**src/hdl/dle_pkg.sv**
```systemverilog
// Shared types and constants for the location expression evaluator.
// No dependencies; every other file refers to it by scoped names.
package dle_pkg;

  // Sizes
  localparam int unsigned STACK_DEPTH  = 32;
  localparam int unsigned NUM_REGS     = 32;
  localparam int unsigned MAX_EXPR_LEN = 4096;
  localparam int unsigned POS_CAP_INT  = (MAX_EXPR_LEN - 1 > 4095) ? 4095 : MAX_EXPR_LEN - 1;

  // Field types
  typedef logic [2:0]  func_t;
  typedef logic [2:0]  status_t;
  typedef logic [1:0]  kind_t;
  typedef logic [63:0] word_t;
  typedef logic [11:0] pos_t;
  typedef logic [12:0] len_t;
  typedef logic [2:0]  phase_t;

  // Request kinds
  localparam func_t FUNC_BYTE     = 3'd0;
  localparam func_t FUNC_REG_LOAD = 3'd1;
  localparam func_t FUNC_FB_LOAD  = 3'd2;
  localparam func_t FUNC_MEM_RSP  = 3'd3;
  localparam func_t FUNC_EMPTY    = 3'd4;

  // Result status
  localparam status_t ST_OK          = 3'd0;
  localparam status_t ST_EMPTY       = 3'd1;
  localparam status_t ST_MALFORMED   = 3'd2;
  localparam status_t ST_UNSUPPORTED = 3'd3;
  localparam status_t ST_UNREADABLE  = 3'd4;

  // Location kinds
  localparam kind_t KIND_NONE     = 2'd0;
  localparam kind_t KIND_ADDR     = 2'd1;
  localparam kind_t KIND_REG      = 2'd2;
  localparam kind_t KIND_IMPLICIT = 2'd3;

  // Result type
  localparam logic RT_FINAL   = 1'b0;
  localparam logic RT_MEM_REQ = 1'b1;

  // Opcodes
  localparam logic [7:0] OP_ADDR        = 8'h03;
  localparam logic [7:0] OP_DEREF       = 8'h06;
  localparam logic [7:0] OP_CONST1U     = 8'h08;
  localparam logic [7:0] OP_CONST1S     = 8'h09;
  localparam logic [7:0] OP_PLUS_UCONST = 8'h23;
  localparam logic [7:0] OP_REG0        = 8'h50;
  localparam logic [7:0] OP_REG31       = 8'h6f;
  localparam logic [7:0] OP_BREG0       = 8'h70;
  localparam logic [7:0] OP_BREG31      = 8'h8f;
  localparam logic [7:0] OP_REGX        = 8'h90;
  localparam logic [7:0] OP_FBREG       = 8'h91;
  localparam logic [7:0] OP_PIECE       = 8'h93;
  localparam logic [7:0] OP_IMPLICIT    = 8'h9e;
  localparam logic [7:0] LEB_DATA_MASK  = 8'h7f;

  // Decoder phases
  localparam phase_t PH_OPCODE = 3'd0;
  localparam phase_t PH_FIXED  = 3'd1;
  localparam phase_t PH_CONST1 = 3'd2;
  localparam phase_t PH_ULEB   = 3'd3;
  localparam phase_t PH_SLEB   = 3'd4;
  localparam phase_t PH_DATA   = 3'd5;

  localparam pos_t POS_CAP   = pos_t'(POS_CAP_INT);
  localparam len_t CNT_MAX   = 13'h1fff;

endpackage

```
**src/hdl/dle_req_if.sv**
```systemverilog
// Input channel of the evaluator: valid/ready plus one request.
// Depends on dle_pkg.
interface dle_req_if;
  logic               valid;
  logic               ready;
  dle_pkg::func_t     func;
  logic [7:0]         byte_value;
  logic               is_last;
  logic [4:0]         reg_index;
  dle_pkg::word_t     data_word;
  logic               ok_flag;

  modport source (output valid, func, byte_value, is_last, reg_index, data_word, ok_flag,
                  input ready);
  modport sink   (input valid, func, byte_value, is_last, reg_index, data_word, ok_flag,
                  output ready);
endinterface

```
**src/hdl/dle_res_if.sv**
```systemverilog
// Output channel of the evaluator: valid/ready plus one result or read request.
// Depends on dle_pkg.
interface dle_res_if;
  logic               valid;
  logic               ready;
  logic               result_type;
  dle_pkg::status_t   status;
  dle_pkg::kind_t     location_kind;
  dle_pkg::word_t     loc_value;
  dle_pkg::pos_t      implicit_offset;
  dle_pkg::len_t      implicit_length;

  modport source (output valid, result_type, status, location_kind, loc_value,
                  implicit_offset, implicit_length, input ready);
  modport sink   (input valid, result_type, status, location_kind, loc_value,
                  implicit_offset, implicit_length, output ready);
endinterface

```
**src/hdl/dwarf_location_expr_evaluator_top.sv**
```systemverilog
// Location expression evaluator: input register, combinational decode, result register.
// Depends on dle_pkg, dle_req_if and dle_res_if.
//
//   channel | direction | carries
//   req_i   | in        | expression byte, register/frame base load, memory response
//   res_o   | out       | final location result or memory read request
//
// One request per cycle while the result register is not stalled; a request waits in the
// input register and its result, if any, is loaded into the result register as it leaves.
// The decoder (opcode, LEB128 shift-or and one 64-bit add) is combinational logic.
// A stalled result register holds the input register; req_i.ready then drops.
// Reset clears all control state and the register valid marks; register values
// are undefined until loaded.
module dwarf_location_expr_evaluator_top (
  input  logic      clk_i,
  input  logic      rst_ni,
  dle_req_if.sink   req_i,
  dle_res_if.source res_o
);

  // Input register
  logic               s1_valid_q;
  dle_pkg::func_t     s1_func_q;
  logic [7:0]         s1_byte_q;
  logic               s1_last_q;
  logic [4:0]         s1_ridx_q;
  dle_pkg::word_t     s1_data_q;
  logic               s1_ok_q;
  logic               s1_fire;

  assign s1_fire     = s1_valid_q && (!res_o.valid || res_o.ready);
  assign req_i.ready = !s1_valid_q || s1_fire;

  always_ff @(posedge clk_i or negedge rst_ni) begin
    if (!rst_ni) begin
      s1_valid_q <= 1'b0;
    end else if (req_i.ready) begin
      s1_valid_q <= req_i.valid;
    end
  end

  always_ff @(posedge clk_i) begin
    if (req_i.valid && req_i.ready) begin
      s1_func_q <= req_i.func;
      s1_byte_q <= req_i.byte_value;
      s1_last_q <= req_i.is_last;
      s1_ridx_q <= req_i.reg_index;
      s1_data_q <= req_i.data_word;
      s1_ok_q   <= req_i.ok_flag;
    end
  end

  // Evaluator state
  dle_pkg::word_t     stack_top_q, stack_top_d;
  logic [5:0]         depth_q, depth_d;
  logic               reg_loc_q, reg_loc_d;
  logic [31:0]        reg_num_q, reg_num_d;
  dle_pkg::word_t     fbase_q, fbase_d;
  dle_pkg::word_t     regfile_q [dle_pkg::NUM_REGS];
  logic [dle_pkg::NUM_REGS-1:0] reg_valid_q, reg_valid_d;
  dle_pkg::phase_t    phase_q, phase_d;
  logic [7:0]         pend_op_q, pend_op_d;
  dle_pkg::word_t     accum_q, accum_d;
  logic [6:0]         shift_q, shift_d;
  dle_pkg::len_t      cnt_q, cnt_d;
  dle_pkg::pos_t      pos_q, pos_d;
  logic               finished_q, finished_d;
  logic               await_q, await_d;
  logic               end_seen_q, end_seen_d;
  dle_pkg::pos_t      impl_start_q, impl_start_d;

  // Step outcome
  logic               fin, fin_last, do_req, eval_end, push_en, clr, reg_wr;
  dle_pkg::status_t   fin_st;
  dle_pkg::kind_t     fin_kind;
  dle_pkg::word_t     fin_val;
  dle_pkg::pos_t      fin_off;
  dle_pkg::len_t      fin_len;
  dle_pkg::word_t     push_v;

  function automatic dle_pkg::pos_t pos_next(input dle_pkg::pos_t p);
    return (p >= dle_pkg::POS_CAP) ? dle_pkg::POS_CAP : p + 12'd1;
  endfunction

  // Decode one request against the current state
  always_comb begin
    dle_pkg::word_t acc;
    logic [4:0]     brr;
    dle_pkg::len_t  cnt;

    stack_top_d  = stack_top_q;
    depth_d      = depth_q;
    reg_loc_d    = reg_loc_q;
    reg_num_d    = reg_num_q;
    fbase_d      = fbase_q;
    reg_valid_d  = reg_valid_q;
    phase_d      = phase_q;
    pend_op_d    = pend_op_q;
    accum_d      = accum_q;
    shift_d      = shift_q;
    cnt_d        = cnt_q;
    pos_d        = pos_q;
    finished_d   = finished_q;
    await_d      = await_q;
    end_seen_d   = end_seen_q;
    impl_start_d = impl_start_q;

    fin      = 1'b0;
    fin_last = s1_last_q;
    fin_st   = dle_pkg::ST_OK;
    fin_kind = dle_pkg::KIND_NONE;
    fin_val  = '0;
    fin_off  = '0;
    fin_len  = '0;
    do_req   = 1'b0;
    eval_end = 1'b0;
    push_en  = 1'b0;
    push_v   = '0;
    clr      = 1'b0;
    reg_wr   = 1'b0;
    acc      = '0;
    brr      = '0;
    cnt      = '0;

    if (s1_fire) begin
      case (s1_func_q)
        dle_pkg::FUNC_BYTE: begin
          if (await_q) begin
            // byte during an outstanding read is dropped
          end else if (finished_q) begin
            clr = s1_last_q;
          end else begin
            pos_d = pos_next(pos_q);
            case (phase_q)
              dle_pkg::PH_OPCODE: begin
                pend_op_d = s1_byte_q;
                accum_d   = '0;
                shift_d   = '0;
                if (s1_byte_q inside {[dle_pkg::OP_REG0:dle_pkg::OP_REG31]}) begin
                  reg_loc_d = 1'b1;
                  reg_num_d = {24'd0, s1_byte_q - dle_pkg::OP_REG0};
                  eval_end  = s1_last_q;
                end else if (s1_byte_q == dle_pkg::OP_PIECE) begin
                  eval_end = 1'b1;
                end else if (s1_byte_q == dle_pkg::OP_DEREF) begin
                  if (depth_q == 6'd0) begin
                    fin    = 1'b1;
                    fin_st = dle_pkg::ST_MALFORMED;
                  end else begin
                    do_req     = 1'b1;
                    await_d    = 1'b1;
                    end_seen_d = s1_last_q;
                  end
                end else begin
                  if (s1_byte_q == dle_pkg::OP_ADDR) begin
                    phase_d = dle_pkg::PH_FIXED;
                  end else if (s1_byte_q inside {dle_pkg::OP_CONST1U, dle_pkg::OP_CONST1S}) begin
                    phase_d = dle_pkg::PH_CONST1;
                  end else if (s1_byte_q inside {dle_pkg::OP_REGX, dle_pkg::OP_PLUS_UCONST,
                                                 dle_pkg::OP_IMPLICIT}) begin
                    phase_d = dle_pkg::PH_ULEB;
                  end else if (s1_byte_q inside {[dle_pkg::OP_BREG0:dle_pkg::OP_BREG31],
                                                 dle_pkg::OP_FBREG}) begin
                    phase_d = dle_pkg::PH_SLEB;
                  end else begin
                    fin    = 1'b1;
                    fin_st = dle_pkg::ST_UNSUPPORTED;
                  end
                  // operand still owed on the last byte
                  if (!fin && s1_last_q) begin
                    fin    = 1'b1;
                    fin_st = dle_pkg::ST_MALFORMED;
                  end
                end
              end

              dle_pkg::PH_FIXED: begin
                acc     = accum_q | ({56'd0, s1_byte_q} << shift_q[5:0]);
                accum_d = acc;
                shift_d = shift_q + 7'd8;
                if (shift_d[6]) begin
                  push_en = 1'b1;
                  push_v  = acc;
                end else if (s1_last_q) begin
                  fin    = 1'b1;
                  fin_st = dle_pkg::ST_MALFORMED;
                end
              end

              dle_pkg::PH_CONST1: begin
                push_en = 1'b1;
                if (pend_op_q == dle_pkg::OP_CONST1S && s1_byte_q[7]) begin
                  push_v = {56'hff_ffff_ffff_ffff, s1_byte_q};
                end else begin
                  push_v = {56'd0, s1_byte_q};
                end
              end

              dle_pkg::PH_ULEB: begin
                acc     = accum_q |
                          ({56'd0, s1_byte_q & dle_pkg::LEB_DATA_MASK} << shift_q[5:0]);
                accum_d = acc;
                if (!s1_byte_q[7]) begin
                  phase_d = dle_pkg::PH_OPCODE;
                  if (pend_op_q == dle_pkg::OP_REGX) begin
                    reg_loc_d = 1'b1;
                    reg_num_d = acc[31:0];
                    eval_end  = s1_last_q;
                  end else if (pend_op_q == dle_pkg::OP_PLUS_UCONST) begin
                    if (depth_q == 6'd0) begin
                      fin    = 1'b1;
                      fin_st = dle_pkg::ST_MALFORMED;
                    end else begin
                      stack_top_d = stack_top_q + acc;
                      eval_end    = s1_last_q;
                    end
                  end else begin
                    // implicit value: data starts after this byte
                    impl_start_d = pos_next(pos_q);
                    cnt_d        = '0;
                    if (acc == '0) begin
                      fin      = 1'b1;
                      fin_kind = dle_pkg::KIND_IMPLICIT;
                      fin_off  = pos_next(pos_q);
                    end else if (s1_last_q) begin
                      fin    = 1'b1;
                      fin_st = dle_pkg::ST_MALFORMED;
                    end else begin
                      phase_d = dle_pkg::PH_DATA;
                    end
                  end
                end else begin
                  shift_d = shift_q + 7'd7;
                  if (shift_d > 7'd63 || s1_last_q) begin
                    fin    = 1'b1;
                    fin_st = dle_pkg::ST_MALFORMED;
                  end
                end
              end

              dle_pkg::PH_SLEB: begin
                acc     = accum_q |
                          ({56'd0, s1_byte_q & dle_pkg::LEB_DATA_MASK} << shift_q[5:0]);
                shift_d = shift_q + 7'd7;
                if (!s1_byte_q[7]) begin
                  // sign fill from the final group
                  if (!shift_d[6] && s1_byte_q[6]) begin
                    acc = acc | (~64'd0 << shift_d[5:0]);
                  end
                  if (pend_op_q == dle_pkg::OP_FBREG) begin
                    push_en = 1'b1;
                    push_v  = fbase_q + acc;
                  end else begin
                    brr = pend_op_q[4:0] - dle_pkg::OP_BREG0[4:0];
                    if ({1'b0, brr} >= 6'(dle_pkg::NUM_REGS) || !reg_valid_q[brr]) begin
                      fin    = 1'b1;
                      fin_st = dle_pkg::ST_UNSUPPORTED;
                    end else begin
                      push_en = 1'b1;
                      push_v  = regfile_q[brr] + acc;
                    end
                  end
                end else if (shift_d > 7'd63 || s1_last_q) begin
                  fin    = 1'b1;
                  fin_st = dle_pkg::ST_MALFORMED;
                end
                accum_d = acc;
              end

              dle_pkg::PH_DATA: begin
                cnt   = (cnt_q < dle_pkg::CNT_MAX) ? cnt_q + 13'd1 : cnt_q;
                cnt_d = cnt;
                if ({51'd0, cnt} == accum_q) begin
                  fin      = 1'b1;
                  fin_kind = dle_pkg::KIND_IMPLICIT;
                  fin_off  = impl_start_q;
                  fin_len  = cnt;
                end else if (s1_last_q) begin
                  fin    = 1'b1;
                  fin_st = dle_pkg::ST_MALFORMED;
                end
              end

              default: begin
                phase_d = dle_pkg::PH_OPCODE;
              end
            endcase
          end
        end

        dle_pkg::FUNC_REG_LOAD: begin
          if ({1'b0, s1_ridx_q} < 6'(dle_pkg::NUM_REGS)) begin
            reg_wr                 = 1'b1;
            reg_valid_d[s1_ridx_q] = s1_ok_q;
          end
        end

        dle_pkg::FUNC_FB_LOAD: begin
          fbase_d = s1_data_q;
        end

        dle_pkg::FUNC_MEM_RSP: begin
          if (await_q) begin
            await_d  = 1'b0;
            fin_last = end_seen_q;
            if (!s1_ok_q) begin
              fin    = 1'b1;
              fin_st = dle_pkg::ST_UNREADABLE;
            end else begin
              stack_top_d = s1_data_q;
              eval_end    = end_seen_q;
            end
          end
        end

        dle_pkg::FUNC_EMPTY: begin
          fin      = 1'b1;
          fin_last = 1'b1;
          fin_st   = dle_pkg::ST_EMPTY;
        end

        default: begin
          // unused request kinds do nothing
        end
      endcase
    end

    // Push onto the stack, then finish the opcode
    if (push_en) begin
      if (depth_q >= 6'(dle_pkg::STACK_DEPTH)) begin
        fin    = 1'b1;
        fin_st = dle_pkg::ST_MALFORMED;
      end else begin
        stack_top_d = push_v;
        depth_d     = depth_q + 6'd1;
        phase_d     = dle_pkg::PH_OPCODE;
        eval_end    = s1_last_q;
      end
    end

    // End of evaluation: register location wins over the stack
    if (eval_end) begin
      fin = 1'b1;
      if (reg_loc_d) begin
        fin_kind = dle_pkg::KIND_REG;
        fin_val  = {32'd0, reg_num_d};
      end else if (depth_d != 6'd0) begin
        fin_kind = dle_pkg::KIND_ADDR;
        fin_val  = stack_top_d;
      end else begin
        fin_st = dle_pkg::ST_MALFORMED;
      end
    end

    if (fin) begin
      if (fin_last) begin
        clr = 1'b1;
      end else begin
        finished_d = 1'b1;
      end
    end

    // Expression state back to its start
    if (clr) begin
      stack_top_d  = '0;
      depth_d      = '0;
      reg_loc_d    = 1'b0;
      reg_num_d    = '0;
      phase_d      = dle_pkg::PH_OPCODE;
      pend_op_d    = '0;
      accum_d      = '0;
      shift_d      = '0;
      cnt_d        = '0;
      pos_d        = '0;
      finished_d   = 1'b0;
      await_d      = 1'b0;
      end_seen_d   = 1'b0;
      impl_start_d = '0;
    end
  end

  // State registers
  always_ff @(posedge clk_i or negedge rst_ni) begin
    if (!rst_ni) begin
      stack_top_q  <= '0;
      depth_q      <= '0;
      reg_loc_q    <= 1'b0;
      reg_num_q    <= '0;
      fbase_q      <= '0;
      reg_valid_q  <= '0;
      phase_q      <= dle_pkg::PH_OPCODE;
      pend_op_q    <= '0;
      accum_q      <= '0;
      shift_q      <= '0;
      cnt_q        <= '0;
      pos_q        <= '0;
      finished_q   <= 1'b0;
      await_q      <= 1'b0;
      end_seen_q   <= 1'b0;
      impl_start_q <= '0;
    end else begin
      stack_top_q  <= stack_top_d;
      depth_q      <= depth_d;
      reg_loc_q    <= reg_loc_d;
      reg_num_q    <= reg_num_d;
      fbase_q      <= fbase_d;
      reg_valid_q  <= reg_valid_d;
      phase_q      <= phase_d;
      pend_op_q    <= pend_op_d;
      accum_q      <= accum_d;
      shift_q      <= shift_d;
      cnt_q        <= cnt_d;
      pos_q        <= pos_d;
      finished_q   <= finished_d;
      await_q      <= await_d;
      end_seen_q   <= end_seen_d;
      impl_start_q <= impl_start_d;
    end
  end

  // Register values, undefined until loaded
  always_ff @(posedge clk_i) begin
    if (reg_wr) begin
      regfile_q[s1_ridx_q] <= s1_data_q;
    end
  end

  // Result register
  logic res_valid_q;

  always_ff @(posedge clk_i or negedge rst_ni) begin
    if (!rst_ni) begin
      res_valid_q <= 1'b0;
    end else if (s1_fire && (fin || do_req)) begin
      res_valid_q <= 1'b1;
    end else if (res_o.ready) begin
      res_valid_q <= 1'b0;
    end
  end

  always_ff @(posedge clk_i) begin
    if (s1_fire && (fin || do_req)) begin
      if (do_req) begin
        res_o.result_type     <= dle_pkg::RT_MEM_REQ;
        res_o.status          <= dle_pkg::ST_OK;
        res_o.location_kind   <= dle_pkg::KIND_NONE;
        res_o.loc_value       <= stack_top_q;
        res_o.implicit_offset <= '0;
        res_o.implicit_length <= '0;
      end else begin
        res_o.result_type     <= dle_pkg::RT_FINAL;
        res_o.status          <= fin_st;
        res_o.location_kind   <= fin_kind;
        res_o.loc_value       <= fin_val;
        res_o.implicit_offset <= fin_off;
        res_o.implicit_length <= fin_len;
      end
    end
  end

  assign res_o.valid = res_valid_q;

  // Checks
  a_no_second_read: assert property (@(posedge clk_i) disable iff (!rst_ni)
    (s1_fire && do_req) |-> !await_q)
    else $error("read request issued while another is outstanding");

  a_depth_bound: assert property (@(posedge clk_i) disable iff (!rst_ni)
    depth_q <= 6'(dle_pkg::STACK_DEPTH))
    else $error("stack depth beyond its limit");

  a_clear_after_end: assert property (@(posedge clk_i) disable iff (!rst_ni)
    clr |=> (pos_q == '0 && !finished_q && !await_q && depth_q == '0))
    else $error("expression state not cleared at its end");

  a_ready_when_free: assert property (@(posedge clk_i) disable iff (!rst_ni)
    (!res_valid_q || res_o.ready) |-> req_i.ready)
    else $error("input stalled while result register is free");

endmodule
```
**src/flat_wrapper.sv**
```systemverilog
// flat-port wrapper written by rule: the top's interface ports become plain ports
module dwarf_location_expr_evaluator_top_flat 
  (clk_i, rst_ni, req_i_valid, req_i_func, req_i_byte_value, req_i_is_last, req_i_reg_index, req_i_data_word, req_i_ok_flag, req_i_ready, res_o_valid, res_o_result_type, res_o_status, res_o_location_kind, res_o_loc_value, res_o_implicit_offset, res_o_implicit_length, res_o_ready);
  dle_req_if req_i_i ();
  dle_res_if res_o_i ();
  input  logic clk_i;
  input  logic rst_ni;
  input wire logic [$bits(req_i_i.valid)-1:0] req_i_valid;
  input wire logic [$bits(req_i_i.func)-1:0] req_i_func;
  input wire logic [$bits(req_i_i.byte_value)-1:0] req_i_byte_value;
  input wire logic [$bits(req_i_i.is_last)-1:0] req_i_is_last;
  input wire logic [$bits(req_i_i.reg_index)-1:0] req_i_reg_index;
  input wire logic [$bits(req_i_i.data_word)-1:0] req_i_data_word;
  input wire logic [$bits(req_i_i.ok_flag)-1:0] req_i_ok_flag;
  output wire logic [$bits(req_i_i.ready)-1:0] req_i_ready;
  output wire logic [$bits(res_o_i.valid)-1:0] res_o_valid;
  output wire logic [$bits(res_o_i.result_type)-1:0] res_o_result_type;
  output wire logic [$bits(res_o_i.status)-1:0] res_o_status;
  output wire logic [$bits(res_o_i.location_kind)-1:0] res_o_location_kind;
  output wire logic [$bits(res_o_i.loc_value)-1:0] res_o_loc_value;
  output wire logic [$bits(res_o_i.implicit_offset)-1:0] res_o_implicit_offset;
  output wire logic [$bits(res_o_i.implicit_length)-1:0] res_o_implicit_length;
  input wire logic [$bits(res_o_i.ready)-1:0] res_o_ready;
  assign req_i_i.valid = req_i_valid;
  assign req_i_i.func = req_i_func;
  assign req_i_i.byte_value = req_i_byte_value;
  assign req_i_i.is_last = req_i_is_last;
  assign req_i_i.reg_index = req_i_reg_index;
  assign req_i_i.data_word = req_i_data_word;
  assign req_i_i.ok_flag = req_i_ok_flag;
  assign req_i_ready = req_i_i.ready;
  assign res_o_valid = res_o_i.valid;
  assign res_o_result_type = res_o_i.result_type;
  assign res_o_status = res_o_i.status;
  assign res_o_location_kind = res_o_i.location_kind;
  assign res_o_loc_value = res_o_i.loc_value;
  assign res_o_implicit_offset = res_o_i.implicit_offset;
  assign res_o_implicit_length = res_o_i.implicit_length;
  assign res_o_i.ready = res_o_ready;
  dwarf_location_expr_evaluator_top u_core (.clk_i(clk_i), .rst_ni(rst_ni), .req_i(req_i_i), .res_o(res_o_i));
endmodule
```
**config.mk**
```make
export PLATFORM = sky130hd
export DESIGN_NAME = dwarf_location_expr_evaluator_top_flat
export DESIGN_NICKNAME = d
export VERILOG_FILES = /design/src/hdl/dle_pkg.sv /design/src/hdl/dle_req_if.sv /design/src/hdl/dle_res_if.sv /design/src/hdl/dwarf_location_expr_evaluator_top.sv /design/src/flat_wrapper.sv
export SDC_FILE = /design/constraint.sdc
export NUM_CORES = 2
export LEC_CHECK = 0
export BUFFER_PORTS_ARGS = -buffer_cell sky130_fd_sc_hd__buf_4
export CAP_MARGIN = 10
export CORE_UTILIZATION = 35
export CTS_BUF_LIST = sky130_fd_sc_hd__clkbuf_8
export DETAILED_ROUTE_END_ITERATION = 12
export GPL_TIMING_DRIVEN = 0
export PLACE_DENSITY = 0.48
export SYNTH_ARGS = -nofsm -noshare
export SYNTH_HDL_FRONTEND = slang
export SYNTH_SLANG_ARGS = --single-unit
```
**constraint.sdc**
```tcl
create_clock -name clk_i -period 16.55 [get_ports clk_i]
set_clock_uncertainty 0.1 [all_clocks]
set_input_delay 2.4825 -clock clk_i [delete_from_list [all_inputs] [get_ports clk_i]]
set_output_delay 2.4825 -clock clk_i [all_outputs]
set_load 0.05 [all_outputs]
```
; Word level (Yosys, flattened, before mapping)
; Memories as Yosys holds them, arrays and structs flattened.
; Cells that the tools add are included.
; Widths: inputs -> output; s select.
[word_totals]
ff_bits = 500
mem_bits_rw = 2048
inputBits = 86
out_inout_bits = 97
elab_cells = 428
memories = 1
[classes]
addsub = 10
n_lt_le_gt_ge = 11
eq_ne = 36
shift = 3
n_mux = 281
bitwise = 7
reduce_logical = 49
[memory_table]
columns = memory, depth, width, rd, rd_ports_with_merged_regs, write_ports, line_no
row1 = u_core.regfile_q, 32, 64, 1, 0, 1, dwarf_location_expr_evaluator_top.sv:59  ; dle_pkg::word_t regfile_q [dle_pkg::NUM_REGS];
[op_table]
columns = operator, count
row1 = $mux 64, 39
row2 = $mux 32, 8
row3 = $pmux 64 s4, 1
row4 = $mux 12, 20
row5 = $add 64x64->64, 3
row6 = $or 64x64->64, 3
row7 = $pmux 64 s3, 1
row8 = $mux 3, 43
row9 = $pmux 64 s2, 1
row10 = $mux 13, 9
row11 = $mux 1, 107
row12 = $eq 13x64->1, 1
row13 = $logic_not 64->1, 1
row14 = $pmux 32 s2, 1
row15 = $shl 64x6->64 const A, 1
row16 = $shl 7x6->64, 1
row17 = $shl 8x6->64, 1
row18 = $eq 8x8->1 const B, 6
row19 = $mux 8, 6
row20 = $mux 7, 6
row21 = $mux 2, 18
row22 = $bwmux 32, 1
row23 = $pmux 7 s4, 1
row24 = $pmux 13 s2, 1
row25 = 57 further kinds, 117

; Logic depth before layout (Yosys ltp)
[depth]
depth_word = 32
ltp_mapped = 27
ltp_nobuf = 22

; Least setup slack after synthesis
; No wires, ideal clock.
[synth_timing]
path_type = input to register
start = input res_o_ready
end = register u_core.reg_valid_q[27] in the netlist's numbering
setup_time_ns = 0.128
arrival_time_ns = 6.644
t_required_ns = 16.322
slack_ns = 9.678
path_stages = 6
n_path_buf = 0
cell_sequence = nand2b_1 > nand2_1 > nor4_1 > nand3_1 > nor2_1 > mux2_2
[synth_via]
elab_chain_len = 3
[synth_lines]
columns = item, line_no
row1 = start: declaration, flat_wrapper.sv:23  ; input wire logic [$bits(res_o_i.ready)-1:0] res_o_ready;
row2 = $logic_or 1x1->1, dwarf_location_expr_evaluator_top.sv:31  ; assign s1_fire = s1_valid_q && (!res_o.valid || res_o.ready);
row3 = $logic_and 1x1->1, dwarf_location_expr_evaluator_top.sv:31
row4 = $reduce_and 2->1 (no line), --
row5 = end signal: assignment, dwarf_location_expr_evaluator_top.sv:407  ; reg_valid_q <= reg_valid_d;
row6 = end: declaration, dwarf_location_expr_evaluator_top.sv:60  ; logic [dle_pkg::NUM_REGS-1:0] reg_valid_q, reg_valid_d;
; Every way passes these cells.
; A chain may end at the register's enable or synchronous reset.

; Worst setup path in the final report
[layout_timing]
start = register u_core.shift_q[1]
end = register u_core.res_o.loc_value[63], data pin
[layout_via]
elab_chain_len = 25
elab_cells_between_ends = 53
classes_between = add/sub: 5 / shift: 3 / mux: 39 / bitwise: 3 / reduce/logical: 3
[layout_lines]
columns = item, line_no
row1 = start: declaration, dwarf_location_expr_evaluator_top.sv:64  ; logic [6:0] shift_q, shift_d;
row2 = start signal: assignment, dwarf_location_expr_evaluator_top.sv:411  ; shift_q <= shift_d;
row3 = $add 7x3->7 or $shl 7x6->64 (tied branches), "dwarf_location_expr_evaluator_top.sv:244, dwarf_location_expr_evaluator_top.sv:201, dwarf_location_expr_evaluator_top.sv:243"
row4 = "$shl 64x6->64, or another cell as far along", dwarf_location_expr_evaluator_top.sv:248  ; acc = acc | (~64'd0 << shift_d[5:0]);
row5 = $or 64x64->64 or $logic_and 1x1->1 (tied branches), "dwarf_location_expr_evaluator_top.sv:248, dwarf_location_expr_evaluator_top.sv:247"
row6 = $mux 64, dwarf_location_expr_evaluator_top.sv:247  ; if (!shift_d[6] && s1_byte_q[6]) begin
row7 = $mux 64, dwarf_location_expr_evaluator_top.sv:245  ; if (!s1_byte_q[7]) begin
row8 = $mux 64, dwarf_location_expr_evaluator_top.sv:134  ; case (phase_q)
row9 = $mux 64, dwarf_location_expr_evaluator_top.sv:130  ; end else if (finished_q) begin
row10 = $mux 64, dwarf_location_expr_evaluator_top.sv:128  ; if (await_q) begin
row11 = (+9 left out), --
row12 = $mux 64, dwarf_location_expr_evaluator_top.sv:126  ; case (s1_func_q)
row13 = $mux 64, dwarf_location_expr_evaluator_top.sv:125  ; if (s1_fire) begin
row14 = $mux 64, dwarf_location_expr_evaluator_top.sv:330  ; if (depth_q >= 6'(dle_pkg::STACK_DEPTH)) begin
row15 = $mux 64, dwarf_location_expr_evaluator_top.sv:329  ; if (push_en) begin
row16 = $mux 64, dwarf_location_expr_evaluator_top.sv:347  ; end else if (depth_d != 6'd0) begin
row17 = $mux 64, dwarf_location_expr_evaluator_top.sv:344  ; if (reg_loc_d) begin
row18 = $mux 64 (*), dwarf_location_expr_evaluator_top.sv:342  ; if (eval_end) begin
row19 = $mux 64 (*), dwarf_location_expr_evaluator_top.sv:443  ; if (do_req) begin
row20 = end signal: assignment, dwarf_location_expr_evaluator_top.sv:447  ; res_o.loc_value <= stack_top_q;
row21 = end signal: assignment, dwarf_location_expr_evaluator_top.sv:454  ; res_o.loc_value <= fin_val;
row22 = end: declaration, dle_res_if.sv:13  ; modport source (output valid, result_type, status, location_kind, loc_value,
; Mark *: on every way between the ends. The rest lies on a longest branch, timed or not. The select of a mux whose other input is x is not followed.

==> impl_summary.txt <==
----------------------------------------------------
[Status]
  Run status ... finished, final reports clean

[Synthesis]
  Post-Syn Instances ... 7,928
  Flop and latch count out of synthesis ... 2,548
  Basic-gate share of the synthesized area counting and, or, nand and nor cells ... 0.06987
  Total of warnings raised by yosys ... 0
  Distinct cell type count after synthesis ... 94
  Synthesized area per cell ... 14.81 um^2
  Syn Std Cell Area ... 0.1174 mm^2
  Net count after synthesis ... 8,223
  Most common library cells after synthesis ... edfxtp_1 (2,225), mux4_2 (626), nand2_1 (607), nor2_1 (539), a21oi_1 (487)
  Area fraction in compound gates after synthesis ... 0.09893
  Share of synthesized area spent on multiplexers ... 0.1358
  Fraction of synthesized cell area taken by the top area cell type ... 0.5691
  Largest cells by area after synthesis ... edfxtp_1 (57%), mux4_2 (12%), dfrtp_1 (6.9%), ha_1 (2.2%), a21oi_1 (2.1%)
  Primary FF master, synth ... edfxtp_1
  Post-synthesis xor/xnor area fraction ... 0.01380
  Adder-cell area share of the yosys netlist ... 0.02247
  Async S/R FF share, synth ... 0.1268
  Combinational family with the most area after synthesis ... multiplexers
  Sequential-to-total area share from yosys stat ... 0.6380
  Cell taking the most area after synthesis ... edfxtp_1
  Count of flip-flops with a built-in enable after synthesis ... 2,225
  Library cell with the highest instance count after synthesis ... edfxtp_1

[Min path]
  Cells on Worst Hold Path ... 1
  Start point of the worst min-delay path ... u_core.reg_valid_q[26]
  Worst hold path endpoint ... u_core.reg_valid_q[26]
  Min-delay worst type ... register to register

[Clock tree]
  Number of sinks handled by clock tree synthesis ... 2,548
  Clock latency reported for the late side of the worst-skew pair ... 1.16 ns
  CTS H-tree lvls ... 5
  Num CTS Buffers ... 442
  Resized Gates After CTS ... 0
  Post-CTS setup-driven buffer insertion count ... 0
  CTS tree ... yes
  Clock Pin Slew Worst Setup and Hold Paths ... 0.06 ns
  Number of buffers on the longest clock path ... 4
  CTS root buf ... clkbuf_8
  Number of hold buffers added after cts ... 0

[Finish]
  Finished Core Util ... 0.4151
  Area of all placed cells without fillers ... 0.1385 mm^2
  Number of standard cells in the layout, taps in and fillers out ... 13,610
  Proportion of layout cells with a drive suffix above 1 ... 0.2093
  Signed area change from the synthesized netlist to the final layout ... 17.98%
  Net count, final ... 9,109

[Route]
  Number of vias per cell after detailed routing ... 5.941
  Count of vias placed by the detailed router ... 80,830
  Post-route ant nets ... 0
  Length of the first detailed-routing pass in iterations ... 8
  Routed wire length ... 514.9 mm
  Initial DRC count ... 9,600
  Remaining design rule violation count ... 0
  Routed length per placed instance ... 37.85 um

[Worst setup path]
  Largest fanout on the critical path ... 10
  Critical path endpoint category ... register
  Launching point of the worst reg2reg path ... u_core.shift_q[1]
  Largest stage delay on the critical path ... 0.99 ns
  Capturing point of the worst reg2reg path ... u_core.res_o.loc_value[63]
  Worst Reg-to-Reg Cells ... 25
  CP max stage cell ... xnor2_1
  Worst setup path category ... register to register
  Required time of the worst setup path ... 17.37 ns
  Crit path launch type ... register
  Library cell appearing most often on the critical path ... o21ai_0
  Reg-to-reg setup timing slack ... 5.79 ns
  CP Data Arrival Time ... 11.57 ns

[Pwr]
  Fraction of power consumed by the clock network ... 0.228
  Worst vdd rail ir drop ... 0.1226 mV
  Leakage power of the design ... 47.58 nW
  Switching part of the total power ... 0.4380
  Pint ... 13.91 mW
  Sequential Power Share ... 0.298
  Reported net switching power ... 10.84 mW
  Power density over cell area ... 178.7 mW/mm^2
  Gate power share ... 0.474

[Timing]
  Unrepaired setup endpoints after global routing ... no
  Share of the clock period used by the worst path after layout ... 0.6499
  Max Freq ... 92.97 MHz
  Final max-slew violation count ... 0
  Slew headroom ... 0.01416
  Hold Violations, Final ... 0
  Least-Margin Pin Slew ... 1.479 ns
  Final number of setup-violating endpoints ... 0
  Final period demand of the worst path ... 10.76 ns
  Final setup TNS ... 0 ns

[Placement]
  Input/output buffers ... 182
  Global placement routability congestion ... 1.013
  Cell area after placement ... 0.1296 mm^2
  Dpl hpwl ... 398.1 mm
  Placed cells ... 12,740

[Global routing]
  Maximum number of pins on one net before global-route repair ... 101
  Number of global-route vias before repair ... 78,980
  Gr ovfl total ... 0
  Initial antenna violation count ... 73
  Global-route wire length before repair ... 688.7 mm
  Global-route usage over all layers ... 0.2991

[Floorplan]
  Horiz. Die Dim ... 581.1 um
  Top Ports ... 183
  Floorplan core area ... 0.3337 mm^2
  Placement row count ... 212
  Initial Utilization ... 0.3518
  Area of the die ... 0.3377 mm^2
  Die Span Y ... 581.1 um

[Run]
  Number of maximum-capacitance constraint violations ... 0

----------------------------------------------------
## layer usage
metal / wire length [um] / share of wire / GRT usage
met1: 218000 / 0.42 / 0.4124
met2: 238800 / 0.46 / 0.4774
met3: 38330 / 0.074 / 0.05120
met4: 19680 / 0.038 / 0.1031
met5: 36 / 0.000070 / 0
## layout make-up
type | instances | area [um^2]
multi-input cells | 4761 | 40310
inverters | 125 | 469.2
well taps | 4387 | 5489
fillers | 30740 | 195200
plain buffers | 494 | 2041
repair buffers | 442 | 6771
clock inverters | 360 | 2145
flip-flops and latches | 2548 | 74900
diodes | 31 | 77.57
clock buffers | 458 | 6304
## state kept, by name (all words and copies together) (netlist names), 2 cells and up
name and flops:
u_core.accum_q 64, u_core.cnt_q 13, u_core.depth_q 6, u_core.fbase_q 64, u_core.impl_start_q 12, u_core.pend_op_q 8, u_core.phase_q 3, u_core.pos_q 12
u_core.reg_num_q 32, u_core.reg_valid_q 32, u_core.regfile_q 2048, u_core.res_o.implicit_length 13, u_core.res_o.implicit_offset 12, u_core.res_o.loc_value 64, u_core.res_o.location_kind 2, u_core.res_o.status 3
u_core.s1_byte_q 8, u_core.s1_data_q 64, u_core.s1_func_q 3, u_core.s1_ridx_q 5, u_core.shift_q 7, u_core.stack_top_q 64
## logic make-up after synthesis
group / after synthesis
xor+xnor: 185
flops: 2548
fa+ha+maj: 209
simple gates: 1791
mux: 796
buf+inv: 619
compound gates: 1780
## how the worst max path moves through the flow
stage,start,depth (start not counted),slack (ns),endpoint
3_3_place_gp,res_o_ready,7,2.82,u_core.reg_valid_q[24]
3_5_place_dp,u_core.pend_op_q[0],22,5.92,u_core.res_o.loc_value[44]
5_1_grt,u_core.shift_q[1],25,5.69,u_core.res_o.loc_value[63]
2_1_floorplan,res_o_ready,6,9.68,u_core.reg_valid_q[27]
4_1_cts,u_core.pend_op_q[0],22,5.98,u_core.res_o.loc_value[44]
6_report,u_core.shift_q[1],25,5.79,u_core.res_o.loc_value[63]
## layout by cell type (no fill, tap or decap), types with 148 or more instances in the layout
cell type and count:
clkbuf_1 365, clkbuf_8 458, edfxtp_1 2225, nor2_1 504
a21oi_1 485, a21o_1 148, ha_1 206, mux4_2 626
inv_1 271, o21ai_0 392, dfrtp_1 323, nand2_1 607
buf_4 198
## metrics by stage
step	setup WS, ns	power (mW)	hold slack (ns)
final	5.794	24.75	0.4050
after global routing	5.687	25.69	0.4130
after CTS	5.981	24.66	0.4045
after detailed placement	5.919	18.96	0.3910
after global placement	2.819	18.83	0.3852
after floorplan	9.678	14.00	0.3751
## worst max-delay path: cells and delay by family, from the launching register on
kind,cells,cell delay (ns)
buffers and inverters,6,1.52
DFF,1,0.34
xor gates and xnor gates,1,0.99
adders and majority gates,2,0.75
AOI/OAI and AO/OA,9,4.30
and+or+nand+nor,7,2.61
## power by group through the flow
stage	registers (mW)	clock network, mW	logic (mW)
after global placement	7.60	0	11.2
after detailed placement	7.51	0	11.4
after CTS	7.39	5.77	11.5
final	7.38	5.63	11.7
after global routing	7.40	6.03	12.3
after floorplan	7.47	0	6.53
(Power assumes the default switching activity.)
